==> src/sv/iecho_pkg.sv <==
// ----------------------------------------------------------------------------
// iecho_pkg: shared types and constants of the ICMP echo reply reflector
// Frame positions, state encoding and the command/status bundles that pass
// between the controller and the datapath.
// ----------------------------------------------------------------------------
package iecho_pkg;

  localparam int IDX_W            = 6;
  localparam int WORD_W           = 16;
  localparam int BV_W             = 2;
  localparam int HOLD_WORDS_DEF   = 37;
  localparam int ETH_HEADER_WORDS = 7;

  localparam logic [IDX_W-1:0] ETH_POS       = IDX_W'(ETH_HEADER_WORDS);
  localparam logic [IDX_W-1:0] CSUM_POS      = IDX_W'(ETH_HEADER_WORDS + 5);
  localparam logic [IDX_W-1:0] IPSRC_POS     = IDX_W'(ETH_HEADER_WORDS + 6);
  localparam logic [IDX_W-1:0] ICMP_TYPE_POS = IDX_W'(ETH_HEADER_WORDS + 10);
  localparam logic [IDX_W-1:0] INDEX_MAX     = '1;

  localparam logic [BV_W-1:0] BV_ONE = 2'd1;
  localparam logic [BV_W-1:0] BV_TWO = 2'd2;

  typedef enum logic [3:0] {
    ST_HOLD = 4'b0001,
    ST_READ = 4'b0010,
    ST_LOAD = 4'b0100,
    ST_PASS = 4'b1000
  } iecho_state_t;

  typedef struct packed {
    logic hold_acc;
    logic rd_en;
    logic load;
    logic pass_acc;
  } iecho_cmd_t;

  typedef struct packed {
    logic release_hdr;
    logic drain_final;
    logic frame_end;
    logic in_last;
    logic out_free;
  } iecho_status_t;

endpackage

==> src/sv/iecho_dp.sv <==
// ----------------------------------------------------------------------------
// iecho_dp: datapath of the ICMP echo reply reflector
// Header store, checksum accumulation, header length capture, held-word
// rewrite and the output register.
// ----------------------------------------------------------------------------
module iecho_dp
  import iecho_pkg::*;
#(
  parameter int HOLD_WORDS = HOLD_WORDS_DEF
) (
  input  logic                clk,
  input  logic                rst_n,
  input  iecho_cmd_t          cmd,
  output iecho_status_t       status,
  input  logic [WORD_W-1:0]   in_data_word,
  input  logic [BV_W-1:0]     in_bytes_valid,
  input  logic                in_last_word,
  output logic                out_valid,
  input  logic                out_ready,
  output logic [WORD_W-1:0]   out_word,
  output logic [BV_W-1:0]     out_bytes_valid,
  output logic                out_last
);

  localparam int AW = (HOLD_WORDS > 1) ? $clog2(HOLD_WORDS) : 1;
  localparam logic [IDX_W-1:0] HOLD_W = IDX_W'(HOLD_WORDS);

  logic [WORD_W-1:0] mem [HOLD_WORDS];

  logic [IDX_W-1:0]  word_index_r, word_index_nxt;
  logic [IDX_W-1:0]  header_words_r, header_words_nxt;
  logic [WORD_W-1:0] csum_r, csum_nxt;
  logic [IDX_W-1:0]  count_r, count_nxt;
  logic [IDX_W-1:0]  q_r, q_nxt;
  logic              drain_last_r, drain_last_nxt;
  logic [BV_W-1:0]   last_bv_r, last_bv_nxt;
  logic [WORD_W-1:0] rd_data_r;
  logic [IDX_W-1:0]  rd_pos_r;
  logic              out_valid_r, out_valid_nxt;
  logic [WORD_W-1:0] out_word_r, out_word_nxt;
  logic [BV_W-1:0]   out_bv_r, out_bv_nxt;
  logic              out_last_r, out_last_nxt;

  logic [BV_W-1:0]   bv_in;
  logic [WORD_W-1:0] w_in;
  logic [3:0]        ihl_eff;
  logic [IDX_W:0]    hw_calc;
  logic [IDX_W-1:0]  hw_new;
  logic [IDX_W-1:0]  hw_eff;
  logic [IDX_W:0]    p_inc;
  logic [WORD_W:0]   sum17;
  logic [WORD_W-1:0] csum_fold;
  logic [IDX_W-1:0]  src;
  logic [WORD_W-1:0] drain_word;
  logic              drain_fin;
  logic [BV_W-1:0]   drain_bv;
  logic [WORD_W-1:0] pass_word;

  function automatic logic [IDX_W-1:0] partner(input logic [IDX_W-1:0] p);
    logic [IDX_W-1:0] r;
    r = p;
    if (p < IDX_W'(3)) r = p + IDX_W'(3);
    else if (p < IDX_W'(6)) r = p - IDX_W'(3);
    else if (p == IPSRC_POS || p == IPSRC_POS + IDX_W'(1)) r = p + IDX_W'(2);
    else if (p == IPSRC_POS + IDX_W'(2) || p == IPSRC_POS + IDX_W'(3)) r = p - IDX_W'(2);
    return r;
  endfunction

  always_comb begin
    bv_in = (in_last_word && in_bytes_valid == BV_ONE) ? BV_ONE : BV_TWO;
    w_in  = (bv_in == BV_ONE) ? {in_data_word[15:8], 8'h00} : in_data_word;
    ihl_eff = (w_in[11:8] < 4'd5) ? 4'd5 : w_in[11:8];
    hw_calc = (IDX_W+1)'(ETH_HEADER_WORDS) + {{(IDX_W-4){1'b0}}, ihl_eff, 1'b0};
    hw_new  = (hw_calc > {1'b0, HOLD_W}) ? HOLD_W : hw_calc[IDX_W-1:0];
    hw_eff  = (word_index_r == ETH_POS) ? hw_new : header_words_r;
    p_inc   = {1'b0, word_index_r} + (IDX_W+1)'(1);
    sum17   = {1'b0, csum_r} + {1'b0, w_in};
    csum_fold = sum17[WORD_W-1:0] + WORD_W'(sum17[WORD_W]);
    src = partner(q_r);
    if (src >= count_r) src = q_r;

    drain_word = rd_data_r;
    if (rd_pos_r == CSUM_POS) drain_word = ~csum_r;
    if (rd_pos_r == ICMP_TYPE_POS) drain_word = drain_word & 16'h00FF;
    drain_fin = drain_last_r && (rd_pos_r + IDX_W'(1) == count_r);
    drain_bv  = drain_fin ? last_bv_r : BV_TWO;
    if (drain_bv == BV_ONE) drain_word = drain_word & 16'hFF00;

    pass_word = (word_index_r == ICMP_TYPE_POS) ? (w_in & 16'h00FF) : w_in;
  end

  always_comb begin
    status.release_hdr = in_last_word || (p_inc >= {1'b0, hw_eff});
    status.drain_final = (q_r + IDX_W'(1) == count_r);
    status.frame_end   = drain_last_r;
    status.in_last     = in_last_word;
    status.out_free    = !out_valid_r || out_ready;
  end

  always_comb begin
    word_index_nxt   = word_index_r;
    header_words_nxt = header_words_r;
    csum_nxt         = csum_r;
    count_nxt        = count_r;
    q_nxt            = q_r;
    drain_last_nxt   = drain_last_r;
    last_bv_nxt      = last_bv_r;
    out_valid_nxt    = out_valid_r && !out_ready;
    out_word_nxt     = out_word_r;
    out_bv_nxt       = out_bv_r;
    out_last_nxt     = out_last_r;

    if (cmd.hold_acc) begin
      word_index_nxt = p_inc[IDX_W-1:0];
      if (word_index_r == ETH_POS) header_words_nxt = hw_new;
      if (word_index_r >= ETH_POS && word_index_r != CSUM_POS) csum_nxt = csum_fold;
      if (status.release_hdr) begin
        count_nxt      = p_inc[IDX_W-1:0];
        q_nxt          = '0;
        drain_last_nxt = in_last_word;
        last_bv_nxt    = bv_in;
      end
    end

    if (cmd.load) begin
      out_valid_nxt = 1'b1;
      out_word_nxt  = drain_word;
      out_bv_nxt    = drain_bv;
      out_last_nxt  = drain_fin;
      q_nxt         = q_r + IDX_W'(1);
      if (status.drain_final && drain_last_r) begin
        word_index_nxt   = '0;
        header_words_nxt = HOLD_W;
        csum_nxt         = '0;
      end
    end

    if (cmd.pass_acc) begin
      out_valid_nxt = 1'b1;
      out_word_nxt  = pass_word;
      out_bv_nxt    = bv_in;
      out_last_nxt  = in_last_word;
      if (in_last_word) begin
        word_index_nxt   = '0;
        header_words_nxt = HOLD_W;
        csum_nxt         = '0;
      end else if (word_index_r < INDEX_MAX) begin
        word_index_nxt = word_index_r + IDX_W'(1);
      end
    end
  end

  always_ff @(posedge clk) begin
    if (!rst_n) begin
      word_index_r   <= '0;
      header_words_r <= HOLD_W;
      csum_r         <= '0;
      count_r        <= '0;
      q_r            <= '0;
      drain_last_r   <= 1'b0;
      out_valid_r    <= 1'b0;
    end else begin
      word_index_r   <= word_index_nxt;
      header_words_r <= header_words_nxt;
      csum_r         <= csum_nxt;
      count_r        <= count_nxt;
      q_r            <= q_nxt;
      drain_last_r   <= drain_last_nxt;
      out_valid_r    <= out_valid_nxt;
    end
  end

  always_ff @(posedge clk) begin
    last_bv_r  <= last_bv_nxt;
    out_word_r <= out_word_nxt;
    out_bv_r   <= out_bv_nxt;
    out_last_r <= out_last_nxt;
  end

  always_ff @(posedge clk) begin
    if (cmd.hold_acc) mem[word_index_r[AW-1:0]] <= w_in;
  end

  always_ff @(posedge clk) begin
    if (cmd.rd_en) begin
      rd_data_r <= mem[src[AW-1:0]];
      rd_pos_r  <= q_r;
    end
  end

  assign out_valid       = out_valid_r;
  assign out_word        = out_word_r;
  assign out_bytes_valid = out_bv_r;
  assign out_last        = out_last_r;

  a_no_hold_during_load: assert property (@(posedge clk) disable iff (!rst_n)
    cmd.hold_acc |-> !cmd.load && !cmd.pass_acc)
    else $error("hold accept overlaps output load");

  a_drain_in_range: assert property (@(posedge clk) disable iff (!rst_n)
    cmd.rd_en |-> q_r < count_r)
    else $error("drain read past held words");

  a_pass_after_header: assert property (@(posedge clk) disable iff (!rst_n)
    cmd.pass_acc |-> word_index_r >= ICMP_TYPE_POS)
    else $error("pass-through before header release");

  a_frame_clear: assert property (@(posedge clk) disable iff (!rst_n)
    cmd.load && status.drain_final && drain_last_r |=> word_index_r == '0 && csum_r == '0)
    else $error("state not cleared after short frame");

endmodule

==> src/sv/iecho_ctrl.sv <==
// ----------------------------------------------------------------------------
// iecho_ctrl: controller of the ICMP echo reply reflector
// Sequences header hold, held-word drain and pass-through of the payload.
// ----------------------------------------------------------------------------
module iecho_ctrl
  import iecho_pkg::*;
(
  input  logic          clk,
  input  logic          rst_n,
  input  logic          in_valid,
  output logic          in_ready,
  input  iecho_status_t status,
  output iecho_cmd_t    cmd
);

  iecho_state_t st_r, st_nxt;

  always_comb begin
    in_ready     = 1'b0;
    cmd.hold_acc = 1'b0;
    cmd.rd_en    = 1'b0;
    cmd.load     = 1'b0;
    cmd.pass_acc = 1'b0;
    st_nxt       = st_r;
    case (st_r)
      ST_HOLD: begin
        in_ready     = 1'b1;
        cmd.hold_acc = in_valid;
        if (in_valid && status.release_hdr) st_nxt = ST_READ;
      end
      ST_READ: begin
        cmd.rd_en = 1'b1;
        st_nxt    = ST_LOAD;
      end
      ST_LOAD: begin
        cmd.load = status.out_free;
        if (status.out_free) begin
          if (!status.drain_final) st_nxt = ST_READ;
          else if (status.frame_end) st_nxt = ST_HOLD;
          else st_nxt = ST_PASS;
        end
      end
      ST_PASS: begin
        in_ready     = status.out_free;
        cmd.pass_acc = in_valid && status.out_free;
        if (cmd.pass_acc && status.in_last) st_nxt = ST_HOLD;
      end
      default: st_nxt = ST_HOLD;
    endcase
  end

  always_ff @(posedge clk) begin
    if (!rst_n) begin
      st_r <= ST_HOLD;
    end else begin
      st_r <= st_nxt;
    end
  end

  a_read_then_load: assert property (@(posedge clk) disable iff (!rst_n)
    cmd.rd_en |=> st_r == ST_LOAD)
    else $error("drain read not followed by load");

  a_no_input_in_drain: assert property (@(posedge clk) disable iff (!rst_n)
    cmd.rd_en || st_r == ST_LOAD |-> !cmd.hold_acc && !cmd.pass_acc)
    else $error("input taken during drain");

  a_release_starts_drain: assert property (@(posedge clk) disable iff (!rst_n)
    cmd.hold_acc && status.release_hdr |=> cmd.rd_en)
    else $error("header release did not start drain");

endmodule

==> src/sv/icmp_echo_reply_reflector.sv <==
// ----------------------------------------------------------------------------
// icmp_echo_reply_reflector: ping request to echo reply frame rewrite
// Holds the Ethernet and IP header of a frame, then emits it with MAC and IP
// addresses swapped, the ICMP type cleared and the IP header checksum redone.
// ----------------------------------------------------------------------------
// Header words are taken one per cycle while the IP header is collected. Once
// the header is complete (7 + 2*IHL words, at most HOLD_WORDS) or the frame
// ends, the held words are sent out one by one, each read from the header
// store and then loaded into the output register, which can stall on out_ready.
// Words after the header pass through at one word per cycle while the output
// register is free. No input is taken during the release of the held words.
// The header store needs no clearing after reset.
module icmp_echo_reply_reflector
  import iecho_pkg::*;
#(
  parameter int HOLD_WORDS = HOLD_WORDS_DEF
) (
  input  logic              clk,
  input  logic              rst_n,
  input  logic              in_valid,
  output logic              in_ready,
  input  logic [WORD_W-1:0] in_data_word,
  input  logic [BV_W-1:0]   in_bytes_valid,
  input  logic              in_last_word,
  output logic              out_valid,
  input  logic              out_ready,
  output logic [WORD_W-1:0] out_word,
  output logic [BV_W-1:0]   out_bytes_valid,
  output logic              out_last
);

  iecho_cmd_t    cmd;
  iecho_status_t status;

  iecho_ctrl u_ctrl (
    .clk      (clk),
    .rst_n    (rst_n),
    .in_valid (in_valid),
    .in_ready (in_ready),
    .status   (status),
    .cmd      (cmd)
  );

  iecho_dp #(
    .HOLD_WORDS (HOLD_WORDS)
  ) u_dp (
    .clk             (clk),
    .rst_n           (rst_n),
    .cmd             (cmd),
    .status          (status),
    .in_data_word    (in_data_word),
    .in_bytes_valid  (in_bytes_valid),
    .in_last_word    (in_last_word),
    .out_valid       (out_valid),
    .out_ready       (out_ready),
    .out_word        (out_word),
    .out_bytes_valid (out_bytes_valid),
    .out_last        (out_last)
  );

endmodule

==> config.mk <==
export PLATFORM = sky130hd
export DESIGN_NAME = icmp_echo_reply_reflector
export DESIGN_NICKNAME = d
export VERILOG_FILES = /design/src/sv/iecho_pkg.sv /design/src/sv/iecho_dp.sv /design/src/sv/iecho_ctrl.sv /design/src/sv/icmp_echo_reply_reflector.sv
export SDC_FILE = /design/constraint.sdc
export NUM_CORES = 1
export LEC_CHECK = 0
export BUFFER_PORTS_ARGS = -buffer_cell sky130_fd_sc_hd__buf_2
export CORE_ASPECT_RATIO = 0.9
export CORE_UTILIZATION = 55
export CTS_CLUSTER_DIAMETER = 100
export CTS_CLUSTER_SIZE = 40
export DETAILED_ROUTE_END_ITERATION = 7
export GPL_ROUTABILITY_DRIVEN = 0
export PLACE_DENSITY = 0.71
export SLEW_MARGIN = 25
export SYNTH_ARGS = -nofsm -noshare
export SYNTH_HDL_FRONTEND = slang
export SYNTH_HIERARCHICAL = 1
export SYNTH_SLANG_ARGS = --single-unit
==> constraint.sdc <==
create_clock -name clk -period 11.97 [get_ports clk]
set_clock_uncertainty 0.15 [all_clocks]
set_input_delay 0.5985 -clock clk [delete_from_list [all_inputs] [get_ports clk]]
set_output_delay 0.5985 -clock clk [all_outputs]
set_load 0.02 [all_outputs]
==> results.sh <==
export IMPL_fillerInstances=4114
export IMPL_crit_buf_inv=2
export IMPL_ir_worst_vdd_mv=0.1274
export IMPL_cts_buffers_inserted=21
export IMPL_grt_max_degree=185
export IMPL_dieArea_mm2=0.05457
export IMPL_drive_above_1_share=0.07758
export IMPL_row_count=80
export IMPL_htree_levels=1
export IMPL_overflow=0
export IMPL_synth_edff_count=635
export IMPL_syn_cell_area_mm2=0.02950
export IMPL_startpoint="u_dp/q_r[0]"
export IMPL_setup_viol=0
export IMPL_postCtsSetupBuffers=0
export IMPL_ys_seq_area_frac=0.6775
export IMPL_grt_pass1_vias=18450
export IMPL_ant_nets=0
export IMPL_grt_pass1_wl_um=113300
export IMPL_timing_final_crit_share=0.5778
export IMPL_vias=19300
export IMPL_synth_cell_types=77
export IMPL_antenna_found_initial=2
export IMPL_clkSlewWorstSetupHoldPaths_ps=140
export IMPL_cts_tree="done"
export IMPL_cts_resized=0
export IMPL_grt_use_total=0.2762
export IMPL_ff2ff_setup_slack_ps=5050
export IMPL_path_cells="ha_1 -> and3_1 -> o2bb2a_4 -> o21ai_1 -> o2111ai_1 -> a32oi_1 -> ha_1 -> a21o_1 -> a31oi_1 -> o21ai_2 -> nor4_2 -> or2_4 -> buf_4 -> buf_4 -> and3_1 -> a311oi_1 -> a311o_1 -> a311o_1"
export IMPL_synthToLayoutAreaGrowth_pct=5.483
export IMPL_clock_sinks=681
export IMPL_power_density_mw_per_mm2=150.5
export IMPL_start_util=0.5572
export IMPL_layout_commonest_cell="edfxtp_1"
export IMPL_worstSkewPairLatency_ps=610
export IMPL_r2r_end="u_dp/rd_data_r[1]"
export IMPL_wl_per_cell_um=24.55
export IMPL_worstPathRequired_ps=12190
export IMPL_cts_hold_fix_buffers=0
export IMPL_synthFlopType="edfxtp_1"
export IMPL_crit_end="u_dp/rd_data_r[1]"
export IMPL_power_mw=4.684
export IMPL_synth_seq_cells=681
export IMPL_diodes=0
export IMPL_p_leak_nw=10.95
export IMPL_maxSlewHeadroom=0.2516
export IMPL_finalHoldViolations=0
export IMPL_drc=0
export IMPL_routed_via_density=6.316
export IMPL_cts_root_buf="clkbuf_16"
export IMPL_holdWs_ps=176.9
export IMPL_outcome="completed"
export IMPL_synth_nets=2427
export IMPL_worstHoldPathType="in -> reg"
export IMPL_async_reset_ff_frac=0
export IMPL_initialDrtViolationCount=2311
export IMPL_reg2reg_depth=18
export IMPL_die_h_um=221.7
export IMPL_maxSlewViolCount=0
export IMPL_critPathCaptureType="flop"
export IMPL_tns_ps=0
export IMPL_syn_area_per_cell_um2=12.51
export IMPL_crit_path_top_delay_cell="buf_4"
export IMPL_syn_inst=2358
export IMPL_arrival_ps=7140
export IMPL_hpwl_um=45970
export IMPL_crit_fanout=85
export IMPL_port_buffers=43
export IMPL_yosysWarnings=6
export IMPL_clockBufferDepth=3
export IMPL_period_needed_ps=6917
export IMPL_rr_startpoint="u_dp/q_r[0]"
export IMPL_final_cell_mix="635 x edfxtp_1, 594 x nand2_1, 146 x nand3_1"
export IMPL_path_delay_family="compound AO/OA/AOI/OAI gates"
export IMPL_io_pins=44
export IMPL_dr_pass1_iters=6
export IMPL_rsz0062_at_grt="no"
export IMPL_start_kind="flop"
export IMPL_crit_type="reg -> reg"
export IMPL_die_width_um=246.1
export IMPL_slowest_delay_ps=890
export IMPL_max_freq_ghz=0.1446
export IMPL_drt_total_wl_um=75020
export IMPL_tightest_slew_ps=1123
export IMPL_final_nets=2420
export IMPL_core_area_mm2=0.05295
export IMPL_max_cap_violations=0
export IMPL_worst_path_stages=18
[cell type report]
class                      instances  area [µm²]  share of cell area
sequential                       681       19990              0.6423
multi-input combinational       1511        8827              0.2836
tap                              697       872.1             0.02802
timing repair buffer             108       728.2             0.02340
clock buffer                      25       540.5             0.01737
inverter                          28       105.1            0.003377
clock inverter                     6       58.81            0.001890
[power breakdown]
part           total (mW)  internal [mW]  switching [mW]
sequential           2.67           2.64          0.0223
combinational        1.01          0.316           0.690
clock                1.01          0.336           0.675
[synth_stat cells, drive strengths merged (20+ instances only)]
library cell    n  area (µm²)
buf            76       407.9
mux2i          29       290.3
o211ai         39       292.8
ha             45       563.0
o21ai          63       315.3
nor2          106       405.4
dfxtp          46       920.9
nand2         594        2230
and3           60       375.4
clkbuf         62       232.7
xor2           24       210.2
xnor2          28       245.2
a211oi         20       150.1
a21oi          60       300.3
inv            28       105.1
a311oi         52       455.4
edfxtp        635       19070
nand3         146       730.7
a311o          22       220.2
[worst min-delay path: stages]
cell and delay, ps:
buf_2 160, nand2_1 70, a21boi_0 70
[kinds of logic (layout without fill, tap and decap cells)]
family / count (synthesis) / in the layout / synth area share
buffers and inverters: 166 / 167 / 0.02528
xor gates and xnor gates: 52 / 52 / 0.01544
muxes: 46 / 46 / 0.02205
DFF: 681 / 681 / 0.6775
AOI/OAI and AO/OA: 360 / 360 / 0.08965
and+or+nand+nor: 1007 / 1007 / 0.1503
adders and majority gates: 46 / 46 / 0.01976
[how the worst min path moves through the flow]
stage	startpoint	end	slack, ps	depth (start not counted)
detailed placement	u_dp/header_words_r[0]	u_dp/header_words_r[0]	280	1
global placement	u_dp/header_words_r[0]	u_dp/header_words_r[0]	270	1
finish	in_last_word	u_dp/drain_last_r	180	3
global route	in_last_word	u_dp/drain_last_r	230	3
CTS	in_last_word	u_dp/drain_last_r	160	3
floorplan	u_dp/header_words_r[0]	u_dp/header_words_r[0]	260	1
[registers in the layout (all words and copies together), names as in the netlist]
| signal | count |
|---|---|
| u_ctrl/st_r | 4 |
| u_dp/count_r | 6 |
| u_dp/csum_r | 16 |
| u_dp/drain_last_r | 1 |
| u_dp/header_words_r | 6 |
| u_dp/last_bv_r | 2 |
| u_dp/mem | 592 |
| u_dp/out_bytes_valid | 2 |
| u_dp/out_last | 1 |
| u_dp/out_valid | 1 |
| u_dp/out_word | 16 |
| u_dp/q_r | 6 |
| u_dp/rd_data_r | 16 |
| u_dp/rd_pos_r | 6 |
| u_dp/word_index_r | 6 |
[routing by layer]
metal | GRT usage | wire length (µm)
met1 | 0.3912 | 29730
met4 | 0.09317 | 2840
met5 | 0 | 0
met3 | 0.06851 | 8563
met2 | 0.4185 | 33880
[metrics by stage]
step / worst slack [ps] / std cells / util / area (µm²)
finish: 5053 / 3056 / 0.5877 / 31120
global route: 4827 / 3056 / 0.5877 / 31120
CTS: 5001 / 3056 / 0.5877 / 31120
detailed placement: 5028 / 3025 / 0.5763 / 30520
global placement: 5147 / 3025 / 0.5763 / 30520
floorplan: 6973 / 2358 / - / 29500
No activity file was read; power rests on OpenSTA's default activity.
